`config.mk`:
```
export PLATFORM = sky130hd
export DESIGN_NAME = shader_hwreg_field_access
export DESIGN_NICKNAME = d
export VERILOG_FILES = /design/src/rtl/shfa_pkg.sv /design/src/rtl/shfa_front.sv /design/src/rtl/shfa_queue.sv /design/src/rtl/shfa_back.sv /design/src/rtl/shader_hwreg_field_access.sv
export VERILOG_INCLUDE_DIRS = /design/src /design/src/rtl
export SDC_FILE = /design/constraint.sdc
export NUM_CORES = 1
export LEC_CHECK = 0
export BUFFER_PORTS_ARGS = -buffer_cell sky130_fd_sc_hd__buf_2
export CAP_MARGIN = 20
export CORE_MARGIN = 1
export CORE_UTILIZATION = 59
export CTS_BUF_LIST = sky130_fd_sc_hd__clkbuf_8 sky130_fd_sc_hd__clkbuf_16
export DETAILED_ROUTE_END_ITERATION = 10
export PLACE_DENSITY_LB_ADDON = 0.08
export RECOVER_POWER = 100
export SYNTH_ARGS = -nofsm -noshare
export SYNTH_HDL_FRONTEND = slang
export SYNTH_HIERARCHICAL = 1
export SYNTH_SLANG_ARGS = --single-unit
export TNS_END_PERCENT = 10
```
`constraint.sdc`:
```
create_clock -name clk -period 6.55 [get_ports clk]
set_input_delay 1.31 -clock clk [delete_from_list [all_inputs] [get_ports clk]]
set_output_delay 1.31 -clock clk [all_outputs]
set_load 0.005 [all_outputs]
```
`src/rtl/shader_hwreg_field_access_defines.svh`:
```
// ----------------------------------------------------------------------------
// Assertion macros for the hardware-register field access block
// Shared property forms, clocked on clk and disabled during reset.
// ----------------------------------------------------------------------------
`ifndef SHADER_HWREG_FIELD_ACCESS_DEFINES_SVH
`define SHADER_HWREG_FIELD_ACCESS_DEFINES_SVH

// Condition must never hold outside reset.
`define SHFA_ASSERT_NEVER(label, cond, msg) \
  label: assert property (@(posedge clk) disable iff (!rst_n) !(cond)) else $error(msg);

// Antecedent implies consequent in the same cycle.
`define SHFA_ASSERT_IMPL(label, ante, cons, msg) \
  label: assert property (@(posedge clk) disable iff (!rst_n) (ante) |-> (cons)) else $error(msg);

// Antecedent implies consequent in the next cycle.
`define SHFA_ASSERT_NEXT(label, ante, cons, msg) \
  label: assert property (@(posedge clk) disable iff (!rst_n) (ante) |=> (cons)) else $error(msg);

`endif

```
`src/rtl/shfa_pkg.sv`:
```
// ----------------------------------------------------------------------------
// shfa_pkg
// Types, codes and register inventory tables for the field access block.
// ----------------------------------------------------------------------------
`default_nettype none
package shfa_pkg;

  typedef enum logic [1:0] {
    ST_OK       = 2'd0,
    ST_UNSUPP   = 2'd1,
    ST_READONLY = 2'd2,
    ST_PRIV     = 2'd3
  } status_t;

  typedef enum logic [2:0] {
    K_NONE    = 3'd0,
    K_MODE    = 3'd1,
    K_STATUS  = 3'd2,
    K_ALLOC_A = 3'd3,
    K_ALLOC_B = 3'd4,
    K_SCHED   = 3'd5,
    K_IBSTS   = 3'd6,
    K_IBSTS2  = 3'd7
  } kind_t;

  // What the back end does with a queued entry.
  typedef enum logic [2:0] {
    ACT_STATUS      = 3'd0,  // reply with status only, data zero
    ACT_READ_RAW    = 3'd1,  // extract field from word carried in the entry
    ACT_READ_MODE   = 3'd2,
    ACT_READ_SCHED  = 3'd3,
    ACT_WRITE_MODE  = 3'd4,
    ACT_WRITE_SCHED = 3'd5
  } act_t;

  localparam logic OP_READ  = 1'b0;
  localparam logic OP_WRITE = 1'b1;

  localparam logic [2:0] TABLE_NONE = 3'd7;

  typedef struct packed {
    act_t        act;
    status_t     status;
    logic [4:0]  offset;
    logic [31:0] mask;
    logic [31:0] word;   // raw word for reads, write data for writes
  } entry_t;

  localparam logic [63:0] PRESENT_IDS [8] = '{
    64'h000FFFFE, 64'h01FFFFFE, 64'h1FFFFFFE, 64'h3FBFE7EE,
    64'h3FBFE3EE, 64'h71BF9C76, 64'h615BFDCF6, 64'h0};
  localparam logic [63:0] USER_IDS [8] = '{
    64'hC00A, 64'hC00A, 64'hC00A, 64'hC00A,
    64'h400A, 64'h40002, 64'h4044002, 64'h0};
  localparam logic [63:0] PRIV_IDS [8] = '{
    64'hF0000, 64'hF0000, 64'hF0000, 64'hF0000,
    64'h30000, 64'h3A0010, 64'h6003A0010, 64'h0};

  function automatic kind_t kind_of(input logic [2:0] set, input logic [5:0] id);
    kind_t k;
    k = K_NONE;
    if (id == 6'd1) k = K_MODE;
    else if (id == 6'd2) k = K_STATUS;
    else if (id == 6'd5) begin
      if (set == 3'd0 || set == 3'd2 || set == 3'd3) k = K_ALLOC_A;
      else if (set == 3'd1) k = K_ALLOC_B;
    end else if (set == 3'd6) begin
      if (id == 6'd7) k = K_IBSTS;
      else if (id == 6'd26) k = K_SCHED;
      else if (id == 6'd28) k = K_IBSTS2;
    end
    return k;
  endfunction

endpackage
`default_nettype wire

```
`src/rtl/shfa_front.sv`:
```
// ----------------------------------------------------------------------------
// shfa_front
// Decodes the operand, looks up the inventory and builds raw words.
// ----------------------------------------------------------------------------
`default_nettype none
module shfa_front import shfa_pkg::*; (
  input  wire logic [2:0]  table_set,
  input  wire logic        op,
  input  wire logic [15:0] hwreg_operand,
  input  wire logic [31:0] write_data,
  input  wire logic [31:0] status_word,
  input  wire logic [9:0]  vector_reg_base,
  input  wire logic [9:0]  vector_reg_count,
  input  wire logic [9:0]  scalar_reg_base,
  input  wire logic [8:0]  scalar_reg_count,
  input  wire logic [36:0] wait_counts,
  input  wire logic [7:0]  group_size,
  input  wire logic [3:0]  group_rank,
  output entry_t           entry
);

  logic [5:0]  id;
  logic [4:0]  offset;
  logic [5:0]  size;
  logic [5:0]  end_bit;
  logic [31:0] mask;
  kind_t       kind;
  logic        present, user, priv;
  logic [9:0]  vc_m1;
  logic [8:0]  sc_m1;
  logic [5:0]  vblk;
  logic [3:0]  sblk_a, sblk_b;
  logic [7:0]  tensor;
  logic [1:0]  tensor_sat;
  logic [31:0] raw;

  assign id     = hwreg_operand[5:0];
  assign offset = hwreg_operand[10:6];

  always_comb begin
    size = {1'b0, hwreg_operand[15:11]} + 6'd1;
    if ({1'b0, offset} + size > 6'd32) size = 6'd32 - {1'b0, offset};
  end

  assign end_bit = {1'b0, offset} + size;
  assign mask    = 32'hFFFF_FFFF >> (6'd32 - size);
  assign kind    = kind_of(table_set, id);
  assign present = PRESENT_IDS[table_set][id];
  assign user    = USER_IDS[table_set][id];
  assign priv    = PRIV_IDS[table_set][id];

  // zero count gives zero blocks-minus-one
  assign vc_m1      = (vector_reg_count == 10'd0) ? 10'd0 : vector_reg_count - 10'd1;
  assign sc_m1      = (scalar_reg_count == 9'd0) ? 9'd0 : scalar_reg_count - 9'd1;
  assign vblk       = vc_m1[7:2];
  assign sblk_a     = sc_m1[6:3];
  assign sblk_b     = sc_m1[7:4];
  assign tensor     = wait_counts[36:29];
  assign tensor_sat = (tensor > 8'd3) ? 2'd3 : tensor[1:0];

  always_comb begin
    raw = '0;
    case (kind)
      K_STATUS:  raw = status_word;
      K_ALLOC_A: begin
        raw[5:0]   = vector_reg_base[7:2];
        raw[13:8]  = vblk;
        raw[21:16] = scalar_reg_base[8:3];
        raw[27:24] = sblk_a;
      end
      K_ALLOC_B: begin
        raw[5:0]   = vector_reg_base[7:2];
        raw[11:6]  = vblk;
        raw[23:18] = scalar_reg_base[8:3];
        raw[27:24] = sblk_b;
      end
      K_IBSTS: begin
        raw[8:3]   = wait_counts[5:0];
        raw[14:9]  = wait_counts[11:6];
        raw[29:24] = wait_counts[17:12];
      end
      K_IBSTS2: begin
        raw[4:0]   = wait_counts[22:18];
        raw[6]     = (group_size > 8'd1);
        raw[17:12] = wait_counts[28:23];
        raw[19:18] = tensor_sat;
        raw[24:21] = group_rank;
        raw[29:28] = 2'd3;
      end
      default: raw = '0;
    endcase
  end

  always_comb begin
    entry.act    = ACT_STATUS;
    entry.status = ST_OK;
    entry.offset = offset;
    entry.mask   = mask;
    entry.word   = raw;
    if (!present) begin
      entry.status = ST_UNSUPP;
    end else if (op == OP_READ) begin
      if (kind == K_NONE) entry.status = ST_UNSUPP;
      else if (kind == K_ALLOC_B && offset < 5'd18 && end_bit > 6'd12)
        entry.status = ST_UNSUPP;
      else if (kind == K_MODE) entry.act = ACT_READ_MODE;
      else if (kind == K_SCHED) entry.act = ACT_READ_SCHED;
      else entry.act = ACT_READ_RAW;
    end else if (priv) begin
      entry.status = ST_PRIV;
    end else if (!user) begin
      entry.status = ST_READONLY;
    end else begin
      entry.word = write_data;
      if (kind == K_MODE) entry.act = ACT_WRITE_MODE;
      else if (kind == K_SCHED) entry.act = ACT_WRITE_SCHED;
      else entry.status = ST_UNSUPP;
    end
  end

endmodule
`default_nettype wire

```
`src/rtl/shfa_queue.sv`:
```
// ----------------------------------------------------------------------------
// shfa_queue
// Two-entry queue between decode and execute.
// ----------------------------------------------------------------------------
`default_nettype none
`include "shader_hwreg_field_access_defines.svh"
module shfa_queue import shfa_pkg::*; (
  input  wire logic   clk,
  input  wire logic   rst_n,
  input  wire logic   push,
  input  wire entry_t push_entry,
  output logic        full,
  output logic        not_empty,
  input  wire logic   pop,
  output entry_t      head
);

  entry_t     slot_r [2];
  logic       wr_ptr_r, rd_ptr_r;
  logic [1:0] count_r;

  assign full      = (count_r == 2'd2);
  assign not_empty = (count_r != 2'd0);
  assign head      = slot_r[rd_ptr_r];

  always_ff @(posedge clk) begin
    if (push) slot_r[wr_ptr_r] <= push_entry;
    if (!rst_n) begin
      wr_ptr_r <= 1'b0;
      rd_ptr_r <= 1'b0;
      count_r  <= 2'd0;
    end else begin
      if (push) wr_ptr_r <= ~wr_ptr_r;
      if (pop)  rd_ptr_r <= ~rd_ptr_r;
      count_r <= count_r + {1'b0, push} - {1'b0, pop};
    end
  end

  `SHFA_ASSERT_NEVER(a_no_overfill, count_r > 2'd2, "queue count above depth")
  `SHFA_ASSERT_NEVER(a_push_full, push && full, "push into full queue")
  `SHFA_ASSERT_NEVER(a_pop_empty, pop && !not_empty, "pop from empty queue")
  `SHFA_ASSERT_IMPL(a_ptr_track, count_r == 2'd0 || count_r == 2'd2,
                    wr_ptr_r == rd_ptr_r, "pointers disagree with count")

endmodule
`default_nettype wire

```
`src/rtl/shfa_back.sv`:
```
// ----------------------------------------------------------------------------
// shfa_back
// Executes queued accesses against the mode words; holds the result register.
// ----------------------------------------------------------------------------
`default_nettype none
module shfa_back import shfa_pkg::*; (
  input  wire logic        clk,
  input  wire logic        rst_n,
  input  wire logic        head_valid,
  input  wire entry_t      head,
  output logic             pop,
  output logic             out_valid,
  input  wire logic        out_ready,
  output logic [31:0]      out_read_data,
  output logic [1:0]       out_access_status
);

  logic [31:0] mode_word_r, mode_word_nxt;
  logic [31:0] sched_word_r, sched_word_nxt;
  logic        out_valid_r;
  logic [31:0] data_r, data_nxt;
  logic [1:0]  status_r;
  logic [31:0] src, merged, field_mask;

  assign pop = head_valid && (!out_valid_r || out_ready);

  always_comb begin
    src = '0;
    case (head.act) inside
      ACT_READ_RAW:                    src = head.word;
      ACT_READ_MODE, ACT_WRITE_MODE:   src = mode_word_r;
      ACT_READ_SCHED, ACT_WRITE_SCHED: src = sched_word_r;
      default:                         src = '0;
    endcase
  end

  assign field_mask = head.mask << head.offset;
  assign merged     = (src & ~field_mask) | ((head.word & head.mask) << head.offset);

  always_comb begin
    mode_word_nxt  = mode_word_r;
    sched_word_nxt = sched_word_r;
    data_nxt       = '0;
    case (head.act) inside
      ACT_READ_RAW, ACT_READ_MODE, ACT_READ_SCHED:
        data_nxt = (src >> head.offset) & head.mask;
      ACT_WRITE_MODE:  mode_word_nxt  = merged;
      ACT_WRITE_SCHED: sched_word_nxt = merged;
      default:         data_nxt = '0;
    endcase
  end

  always_ff @(posedge clk) begin
    if (pop) begin
      data_r   <= data_nxt;
      status_r <= head.status;
    end
    if (!rst_n) begin
      mode_word_r  <= '0;
      sched_word_r <= '0;
      out_valid_r  <= 1'b0;
    end else begin
      if (pop) begin
        mode_word_r  <= mode_word_nxt;
        sched_word_r <= sched_word_nxt;
      end
      if (pop) out_valid_r <= 1'b1;
      else if (out_ready) out_valid_r <= 1'b0;
    end
  end

  assign out_valid         = out_valid_r;
  assign out_read_data     = data_r;
  assign out_access_status = status_r;

endmodule
`default_nettype wire

```
`src/rtl/shader_hwreg_field_access.sv`:
```
// ----------------------------------------------------------------------------
// shader_hwreg_field_access
// Top level: get/set hardware-register bit-field access unit.
// ----------------------------------------------------------------------------
// One transfer in gives one transfer out, in order. Throughput is one access
// per cycle while out_ready holds; the decode result lands in a two-entry queue,
// then the execute stage updates the mode words and loads the result register.
// Input and output stall independently. table_set sits at byte address 0 of
// the APB port; write it only while no access is in flight.
`default_nettype none
module shader_hwreg_field_access import shfa_pkg::*; (
  input  wire logic        clk,
  input  wire logic        rst_n,
  // configuration
  input  wire logic        cfg_psel,
  input  wire logic        cfg_penable,
  input  wire logic        cfg_pwrite,
  input  wire logic [2:0]  cfg_paddr,
  input  wire logic [31:0] cfg_pwdata,
  output logic [31:0]      cfg_prdata,
  output logic             cfg_pready,
  // input channel
  input  wire logic        in_valid,
  output logic             in_ready,
  input  wire logic        in_op,
  input  wire logic [15:0] in_hwreg_operand,
  input  wire logic [31:0] in_write_data,
  input  wire logic [31:0] in_status_word,
  input  wire logic [9:0]  in_vector_reg_base,
  input  wire logic [9:0]  in_vector_reg_count,
  input  wire logic [9:0]  in_scalar_reg_base,
  input  wire logic [8:0]  in_scalar_reg_count,
  input  wire logic [36:0] in_wait_counts,
  input  wire logic [7:0]  in_group_size,
  input  wire logic [3:0]  in_group_rank,
  // result channel
  output logic             out_valid,
  input  wire logic        out_ready,
  output logic [31:0]      out_read_data,
  output logic [1:0]       out_access_status
);

  logic [2:0] table_set_r;
  entry_t     dec_entry, head;
  logic       q_full, q_valid, pop;

  // APB: single register at word 0; upper word slot reads zero
  assign cfg_pready = 1'b1;
  assign cfg_prdata = cfg_paddr[2] ? 32'd0 : {29'd0, table_set_r};

  always_ff @(posedge clk) begin
    if (!rst_n) begin
      table_set_r <= '0;
    end else if (cfg_psel && cfg_penable && cfg_pwrite && !cfg_paddr[2]) begin
      table_set_r <= cfg_pwdata[2:0];
    end
  end

  assign in_ready = !q_full;

  shfa_front u_front (
    .table_set        (table_set_r),
    .op               (in_op),
    .hwreg_operand    (in_hwreg_operand),
    .write_data       (in_write_data),
    .status_word      (in_status_word),
    .vector_reg_base  (in_vector_reg_base),
    .vector_reg_count (in_vector_reg_count),
    .scalar_reg_base  (in_scalar_reg_base),
    .scalar_reg_count (in_scalar_reg_count),
    .wait_counts      (in_wait_counts),
    .group_size       (in_group_size),
    .group_rank       (in_group_rank),
    .entry            (dec_entry)
  );

  shfa_queue u_queue (
    .clk        (clk),
    .rst_n      (rst_n),
    .push       (in_valid && in_ready),
    .push_entry (dec_entry),
    .full       (q_full),
    .not_empty  (q_valid),
    .pop        (pop),
    .head       (head)
  );

  shfa_back u_back (
    .clk               (clk),
    .rst_n             (rst_n),
    .head_valid        (q_valid),
    .head              (head),
    .pop               (pop),
    .out_valid         (out_valid),
    .out_ready         (out_ready),
    .out_read_data     (out_read_data),
    .out_access_status (out_access_status)
  );

endmodule
`default_nettype wire
```
==> results of run 1 <==
[how the worst max path moves through the flow]
stage	start	to	slack, ns	cells past startpoint
CTS	in_hwreg_operand[11]	u_queue/slot_r[0][69]	1.30	21
detailed placement	in_hwreg_operand[11]	u_queue/slot_r[0][69]	0.74	21
finish	register	u_back/sched_word_r[30]	0.28	6
global placement	in_hwreg_operand[11]	u_queue/slot_r[0][69]	0.83	20
floorplan	in_hwreg_operand[11]	u_queue/slot_r[0][69]	1.10	21
global route	register	u_back/out_read_data[22]	0.49	9
[layer usage]
| metal | up-vias | track usage, % | part of all wire, % |
|---|---|---|---|
| met5 | - | 0 | 0.054 |
| met4 | 6 | 29.97 | 7.6 |
| met3 | 442 | 14.56 | 13 |
| met2 | 1606 | 71.06 | 43 |
| met1 | 9284 | 57.21 | 36 |
| li1 | 8051 | - | - |
[worst max-delay path, stage by stage, from the launching register on]
cell,delay (ns)
sky130_fd_sc_hd__dfxtp_1,1.51
sky130_fd_sc_hd__mux2_1,0.78
sky130_fd_sc_hd__clkbuf_2,0.68
sky130_fd_sc_hd__nor2_1,1.75
sky130_fd_sc_hd__o2111ai_1,0.55
sky130_fd_sc_hd__o311ai_0,0.54
sky130_fd_sc_hd__o21ai_0,0.24
[cells in the final DEF, fill, tap and decap left out, types with 32 or more instances in the layout]
cell,count
sky130_fd_sc_hd__edfxtp_1,182
sky130_fd_sc_hd__nand2_1,176
sky130_fd_sc_hd__buf_2,164
sky130_fd_sc_hd__nor2_1,126
sky130_fd_sc_hd__mux2i_1,111
sky130_fd_sc_hd__o21ai_0,109
sky130_fd_sc_hd__a21oi_1,84
sky130_fd_sc_hd__nand3_1,82
sky130_fd_sc_hd__dfxtp_1,73
sky130_fd_sc_hd__mux2_2,63
sky130_fd_sc_hd__mux2_4,57
sky130_fd_sc_hd__clkbuf_1,55
sky130_fd_sc_hd__nor3_1,47
sky130_fd_sc_hd__mux4_2,46
sky130_fd_sc_hd__inv_1,42
sky130_fd_sc_hd__a211oi_1,36
sky130_fd_sc_hd__o22ai_1,34
sky130_fd_sc_hd__o211ai_1,32
[power by group]
| group | total (W) | switching (W) | internal [W] |
|---|---|---|---|
| Combinational | 0.00510 | 0.00343 | 0.00166 |
| Sequential | 0.00227 | 0.000137 | 0.00213 |
| Clock | 0.00166 | 0.000688 | 0.000975 |
| Total | 0.00903 | 0.00426 | 0.00477 |
[final cells by class]
cell class,count,area share (%)
clock buffers,31,3.423
inverters,38,0.6580
repair buffers,244,5.767
multi-input cells,1563,54.59
well taps,448,2.586
flip-flops and latches,255,31.96
clock inverters,20,1.022
[through the flow]
step	cell area (um^2)	setup slack, ns	hold slack (ns)
final	21680	0.2820	0.4613
after global routing	21680	0.4862	0.4790
after CTS	21890	1.301	0.4596
after detailed placement	20930	0.7400	0.4514
after global placement	20930	0.8346	0.4411
after floorplan	20090	1.102	0.4345
[state kept, by name (all words and copies together) (netlist names), named ones only]
register,flops
u_queue/slot_r,148
u_back/mode_word_r,32
u_back/out_read_data,32
u_back/sched_word_r,32
table_set_r,3
u_back/out_access_status,2
u_queue/count_r,2
u_back/out_valid,1
u_queue/rd_ptr_r,1
u_queue/wr_ptr_r,1
[logic make-up after synthesis]
logic type / Yosys count
AOI/OAI and AO/OA: 550
xor gates and xnor gates: 21
adders and majority gates: 24
buffers and inverters: 248
DFF: 255
muxes: 282
other: 2
and+or+nand+nor: 656
==> reports/results.env, run 1 <==
STATUS='complete, but fails checks'
VIOLATIONS='capacitance limit, slew limit'
STDCELL_COUNT=2599
CLOCK_TRANSITION_AT_PATH_REGS_NS=0.07
SYNTH-MAIN-FF-CELL='sky130_fd_sc_hd__edfxtp_1'
DIE_W_UM=186.0
POSTSYNTH.ASYNCRESETSHARE_PCT=0
SYNTH-SEQ-CELLS=255
DIE_Y_UM=186.0
LARGEST_CELLS_BY_AREA_AFTER_SYNTHESIS='sky130_fd_sc_hd__edfxtp_1 (27%), sky130_fd_sc_hd__dfxtp_1 (7.3%), sky130_fd_sc_hd__mux2i_1 (5.6%)'
FINALCRITPERIODSHARE_PCT=95.70
POST_CTS_RESIZE_COUNT=0
VIA_COUNT=19389
START_UTIL_PCT=59.74
HOLDCRITSTARTPOINT='u_back/mode_word_r[16]'
CRITICAL_PATH.MAX_FANOUT=33
ACTUAL_SLEW_AT_THE_WORST_MAX_SLEW_PIN_NS=3.768
NETLIST.AREA_LEADER.SHARE_PCT=27.35
MULTIINPUTGATEAREA_UM2=11830
PLACEMENT_ROWS=67
SETUP.WORST_PATH.START_CLASS='register'
GRT_MAX_DEGREE=79
POWERDENSITY_nW_PER_UM2=416.5
YOSYS-TOP-CELLS-COUNT='sky130_fd_sc_hd__edfxtp_1 (182), sky130_fd_sc_hd__nand2_1 (176), sky130_fd_sc_hd__nor2_1 (128)'
GRT_FIRST_PASS_WIRELENGTH_UM=117400
WORST-R2R-SETUP-SLACK_NS=0.28
TIMING.FINAL.MAX_SLEW_VIOLATIONS=271
GRT_PASS1_VIAS=18252
VDD_DROP_MAX_mV=0.3826
MIN_DELAY_WORST_ENDPOINT='u_back/mode_word_r[16]'
HOLD_PATH_CLASS='reg -> reg'
LARGEST_FAMILY_OF_LOGIC_CELLS_BY_SYNTHESIZED_AREA='compound AO/OA/AOI/OAI gates'
GLOBAL_ROUTE.OVERFLOW_TOTAL=0
CORE_REGION_AREA_UM2=33450
REGISTER_AREA_UM2=6927
GRT_SETUP_UNREPAIRED='false'
ROUTED_LENGTH_PER_PLACED_INSTANCE_UM=31.46
POWER_TOTAL_W=0.009027
SLEW_HEADROOM_PCT=-151.2
PERIOD_MINUS_SLACK_NS=6.268
FIN_TNS_SETUP_NS=0
FMAXACHIEVABLE_MHz=159.5
N_ANTENNA_CELL=0
YOSYSTOPAREACELL='sky130_fd_sc_hd__edfxtp_1'
IO-PIN-COUNT=280
MAX_CAP_VIOL_COUNT=8
MOST_INSTANTIATED_LIBRARY_CELL_AFTER_SYNTHESIS='sky130_fd_sc_hd__edfxtp_1'
SYNTH_CELLS=2038
SYNTH-COMPOUND-AREA-SHARE_PCT=20.15
AVGVIACOUNTPERCELL=7.460
STATIC-LEAKAGE-POWER_nW=8.032
SYNTH_XOR_XNOR_AREA_SHARE_PCT=1.064
HPWL_UM=57130
RR_ENDPOINT='u_back/sched_word_r[30]'
PLACEMENT.IO_BUFFERS=209
CRIT_REQUIRED_NS=6.96
TRITONCTS='done'
CRITPATHCAPTURETYPE='register'
GLOBAL_ROUTE.USAGE.TOTAL_PCT=46.69
SYNTHESIS.AREA_PER_INSTANCE_UM2=9.805
GPL.FINAL_WEIGHTED_CONGESTION=1.096
FINALNETCOUNT=2365
PLACED_CELLS=2547
FINISH.UTILIZATION_PCT=64.80
CRITPATHKIND='reg -> reg'
LATER_PIN_CLOCK_LATENCY_IN_THE_SKEW_REPORT_NS=0.59
POST_SYNTH_INSTANCE_AREA_UM2=19980
DIE_AREA_UM2=34610
CTS-ROOT-BUF='sky130_fd_sc_hd__clkbuf_16'
ANTENNA_VIOLATIONS_BEFORE_REPAIR=4
LAYOUT.FILLER_CELLS=2685
SYNTH_SIMPLE_GATE_AREA_SHARE_PCT=17.28
DETAIL_ROUTE.FIRST_PASS.ITERATIONS=9
FIRST_ITER_VIOLATIONS=2879
CTS_MADE_BUFFERS=28
ARRIVAL_TIME_AT_THE_WORST_ENDPOINT_NS=6.68
ROUTE.ANTENNA.REMAINING_NETS=0
SYNTH-WARNING-COUNT=6
FINAL_HOLD_VIO_COUNT=0
HOLD_BUFFERS=0
SETUP_VIOLS_FINAL=0
ROUTE.DETAILED.DRC=0
YOSYSUNIQUECELLTYPES=113
DETAIL_ROUTE.WIRELENGTH_UM=81760
CTS_SETUP_BUFFERS=0
SYNTHMUXAREASHARE_PCT=18.92
CLOCK_PATH_BUFFERS=3
LAYOUT-DRIVE-GT1-SHARE_PCT=20.73
CLOCK_SKEW_NS=0.03531
CTS_NUM_SINKS=255
YS_SEQ_AREA_SHARE_PCT=34.66
YOSYS.AREA_SHARE.ADDER_PCT=1.578
NUMBER_OF_SYNTHESIZED_FLOPS_WITH_AN_ENABLE_PIN=182
CTS_MAX_LEVEL=1
AREAGROWTHSYNTHTOFINISH_PCT=8.472
R2R_CELLS=6
WHS_PATH_DEPTH=2
No activity file was read; power rests on OpenSTA's default activity.
==> run 2: changes to the inputs <==
- CELL_PAD_IN_SITES_DETAIL_PLACEMENT: default -> 1
- CELL_PAD_IN_SITES_GLOBAL_PLACEMENT: default -> 1
- CORE_UTILIZATION: 59 -> 46
- MAX_ROUTING_LAYER: default -> met4
==> reports/results.env, run 2 (synthesized netlist as in run 1, its figures left out) <==
CLOCK_SKEW_NS=0.03382
GRT_FIRST_PASS_WIRELENGTH_UM=120700
PLACEMENT.IO_BUFFERS=209
FIRST_ITER_VIOLATIONS=2158
MULTIINPUTGATEAREA_UM2=11830
DETAIL_ROUTE.FIRST_PASS.ITERATIONS=6
CRIT_PATH_END='u_back/sched_word_r[15]'
ROUTE.DETAILED.DRC=0
ROUTE.ANTENNA.REMAINING_NETS=0
CRIT_REQUIRED_NS=7.01
IO-PIN-COUNT=280
CORE_REGION_AREA_UM2=42420
STDCELL_COUNT=2733
HOLD_PATH_CLASS='reg -> reg'
FINALNETCOUNT=2367
VDD_DROP_MAX_mV=0.2824
DIE_W_UM=210.4
DIE_Y_UM=210.4
HOLD_BUFFERS=0
GRT_PASS1_VIAS=18672
CLOCK_TRANSITION_AT_PATH_REGS_NS=0.06
PLACEMENT_ROWS=75
MOSTFREQUENTLAYOUTCELL='sky130_fd_sc_hd__edfxtp_1'
PRE_CTS_SLACK_NS=0.4286
SLEW_HEADROOM_PCT=-172.1
FINAL_CELL_MIX='sky130_fd_sc_hd__edfxtp_1 (182), sky130_fd_sc_hd__buf_2 (181), sky130_fd_sc_hd__nand2_1 (176)'
SETUP_WS_NS=0.5950
FLIP_FLOP_COUNT_OF_THE_LARGEST_REGISTER_ALL_COPIES_AND_WORDS_ADDED=148
DIE_AREA_UM2=44280
PERIOD_MINUS_SLACK_NS=5.955
GPL.FINAL_WEIGHTED_CONGESTION=1.059
FIN_TNS_SETUP_NS=0
CLOCK_PATH_BUFFERS=3
ARRIVAL_TIME_AT_THE_WORST_ENDPOINT_NS=6.42
GRT_MAX_DEGREE=80
LAYOUT.FILLER_CELLS=4832
WORST-R2R-SETUP-SLACK_NS=0.60
MAX_CAP_VIOL_COUNT=7
REGISTERS.TOP_BY_FF_COUNT='u_queue/slot_r'
POST_CTS_RESIZE_COUNT=0
START_UTIL_PCT=47.11
LAYOUT-DRIVE-GT1-SHARE_PCT=21.67
CRITPATHKIND='reg -> reg'
ANTENNA_VIOLATIONS_BEFORE_REPAIR=1
TIMING.FINAL.MAX_SLEW_VIOLATIONS=303
TRITONCTS='done'
PLACED_CELLS=2678
GRT_SETUP_UNREPAIRED='false'
DETAIL_ROUTE.WIRELENGTH_UM=82220
CTS_MADE_BUFFERS=29
POWERDENSITY_nW_PER_UM2=408.2
CTS_MAX_LEVEL=1
FINISH.UTILIZATION_PCT=51.47
AREAGROWTHSYNTHTOFINISH_PCT=9.260
CTS_NUM_SINKS=255
ROUTED_LENGTH_PER_PLACED_INSTANCE_UM=30.08
CTS-ROOT-BUF='sky130_fd_sc_hd__clkbuf_16'
VIOLATIONS='capacitance limit, slew limit'
FINALCRITPERIODSHARE_PCT=90.92
GLOBAL_ROUTE.USAGE.TOTAL_PCT=37.53
FINAL_HOLD_VIO_COUNT=0
SETUP_VIOLS_FINAL=0
CTS_SETUP_BUFFERS=0
VIA_COUNT=18597
REGISTER_AREA_UM2=6927
STATUS='complete, but fails checks'
RR_ENDPOINT='u_back/sched_word_r[15]'
STATIC-LEAKAGE-POWER_nW=8.105
CRITPATHCAPTURETYPE='register'
ACTUAL_SLEW_AT_THE_WORST_MAX_SLEW_PIN_NS=4.081
FMAXACHIEVABLE_MHz=167.9
LATER_PIN_CLOCK_LATENCY_IN_THE_SKEW_REPORT_NS=0.59
HPWL_UM=59950
SETUP.WORST_PATH.START_CLASS='register'
CRITICAL_PATH.MAX_FANOUT=43
AVGVIACOUNTPERCELL=6.805
R2R_CELLS=8
GLOBAL_ROUTE.OVERFLOW_TOTAL=0
## run 2: cell count changes in the layout (fill, tap and decap cells not counted), sizes merged
cell	previous run	this run
buf	188	212
clkbuf	87	66
inv	46	49
bufinv	4	2
diode	0	1
## run 2: how the worst min path moves through the flow
stage | start | slack [ns] | depth (start not counted) | endpoint
final | u_back/mode_word_r[16] | 0.46 | 2 | u_back/mode_word_r[16]
after global routing | u_back/sched_word_r[0] | 0.48 | 2 | u_back/sched_word_r[0]
after CTS | u_back/mode_word_r[16] | 0.46 | 2 | u_back/mode_word_r[16]
after detailed placement | u_back/mode_word_r[16] | 0.45 | 2 | u_back/mode_word_r[16]
after global placement | u_back/sched_word_r[0] | 0.44 | 2 | u_back/sched_word_r[0]
after floorplan | u_back/sched_word_r[28] | 0.43 | 2 | u_back/sched_word_r[28]
## run 2: worst max-delay path, cell delays in order, from the launching register on
cell and delay [ns]:
sky130_fd_sc_hd__dfxtp_1 2.04, sky130_fd_sc_hd__mux2_4 0.69, sky130_fd_sc_hd__buf_4 0.46, sky130_fd_sc_hd__nand2b_1 0.55, sky130_fd_sc_hd__o22ai_1 0.30, sky130_fd_sc_hd__a2111oi_0 1.09, sky130_fd_sc_hd__o2bb2ai_1 0.40, sky130_fd_sc_hd__nor2_1 0.18
sky130_fd_sc_hd__nor2_1 0.07
## run 2: area by class of cell
| cell class | count | area share [%] |
|---|---|---|
| clock inverter | 21 | 0.7163 |
| antenna | 1 | 0.01146 |
| inverter | 38 | 0.6533 |
| clock buffer | 33 | 3.576 |
| tap | 577 | 3.307 |
| timing repair buffer | 245 | 5.811 |
| multi-input combinational | 1563 | 54.20 |
| sequential | 255 | 31.72 |
## run 2: routing by layer
layer | wire (um) | GRT usage, % | up-vias | share of wire, %
met5 | 0 | - | - | 0
met4 | 5742 | 22.71 | 0 | 7.0
met3 | 7033 | 6.541 | 302 | 8.6
met2 | 37290 | 57.82 | 983 | 45
met1 | 32150 | 46.07 | 9265 | 39
li1 | - | - | 8047 | -
## run 2: per-stage QoR
step	hold slack [ns]	total power [W]	area, um^2
final	0.4606	0.008913	21830
after global routing	0.4826	0.009162	21830
after CTS	0.4596	0.008742	21990
after detailed placement	0.4506	0.007138	21060
after global placement	0.4407	0.007047	21060
after floorplan	0.4345	0.005479	20090
## run 2: report_power, final
group          leakage, nW  switching, W  internal [W]
sequential            2.28      0.000134       0.00213
combinational         5.33       0.00337       0.00168
clock                0.498      0.000667      0.000927
total                 8.10       0.00417       0.00474
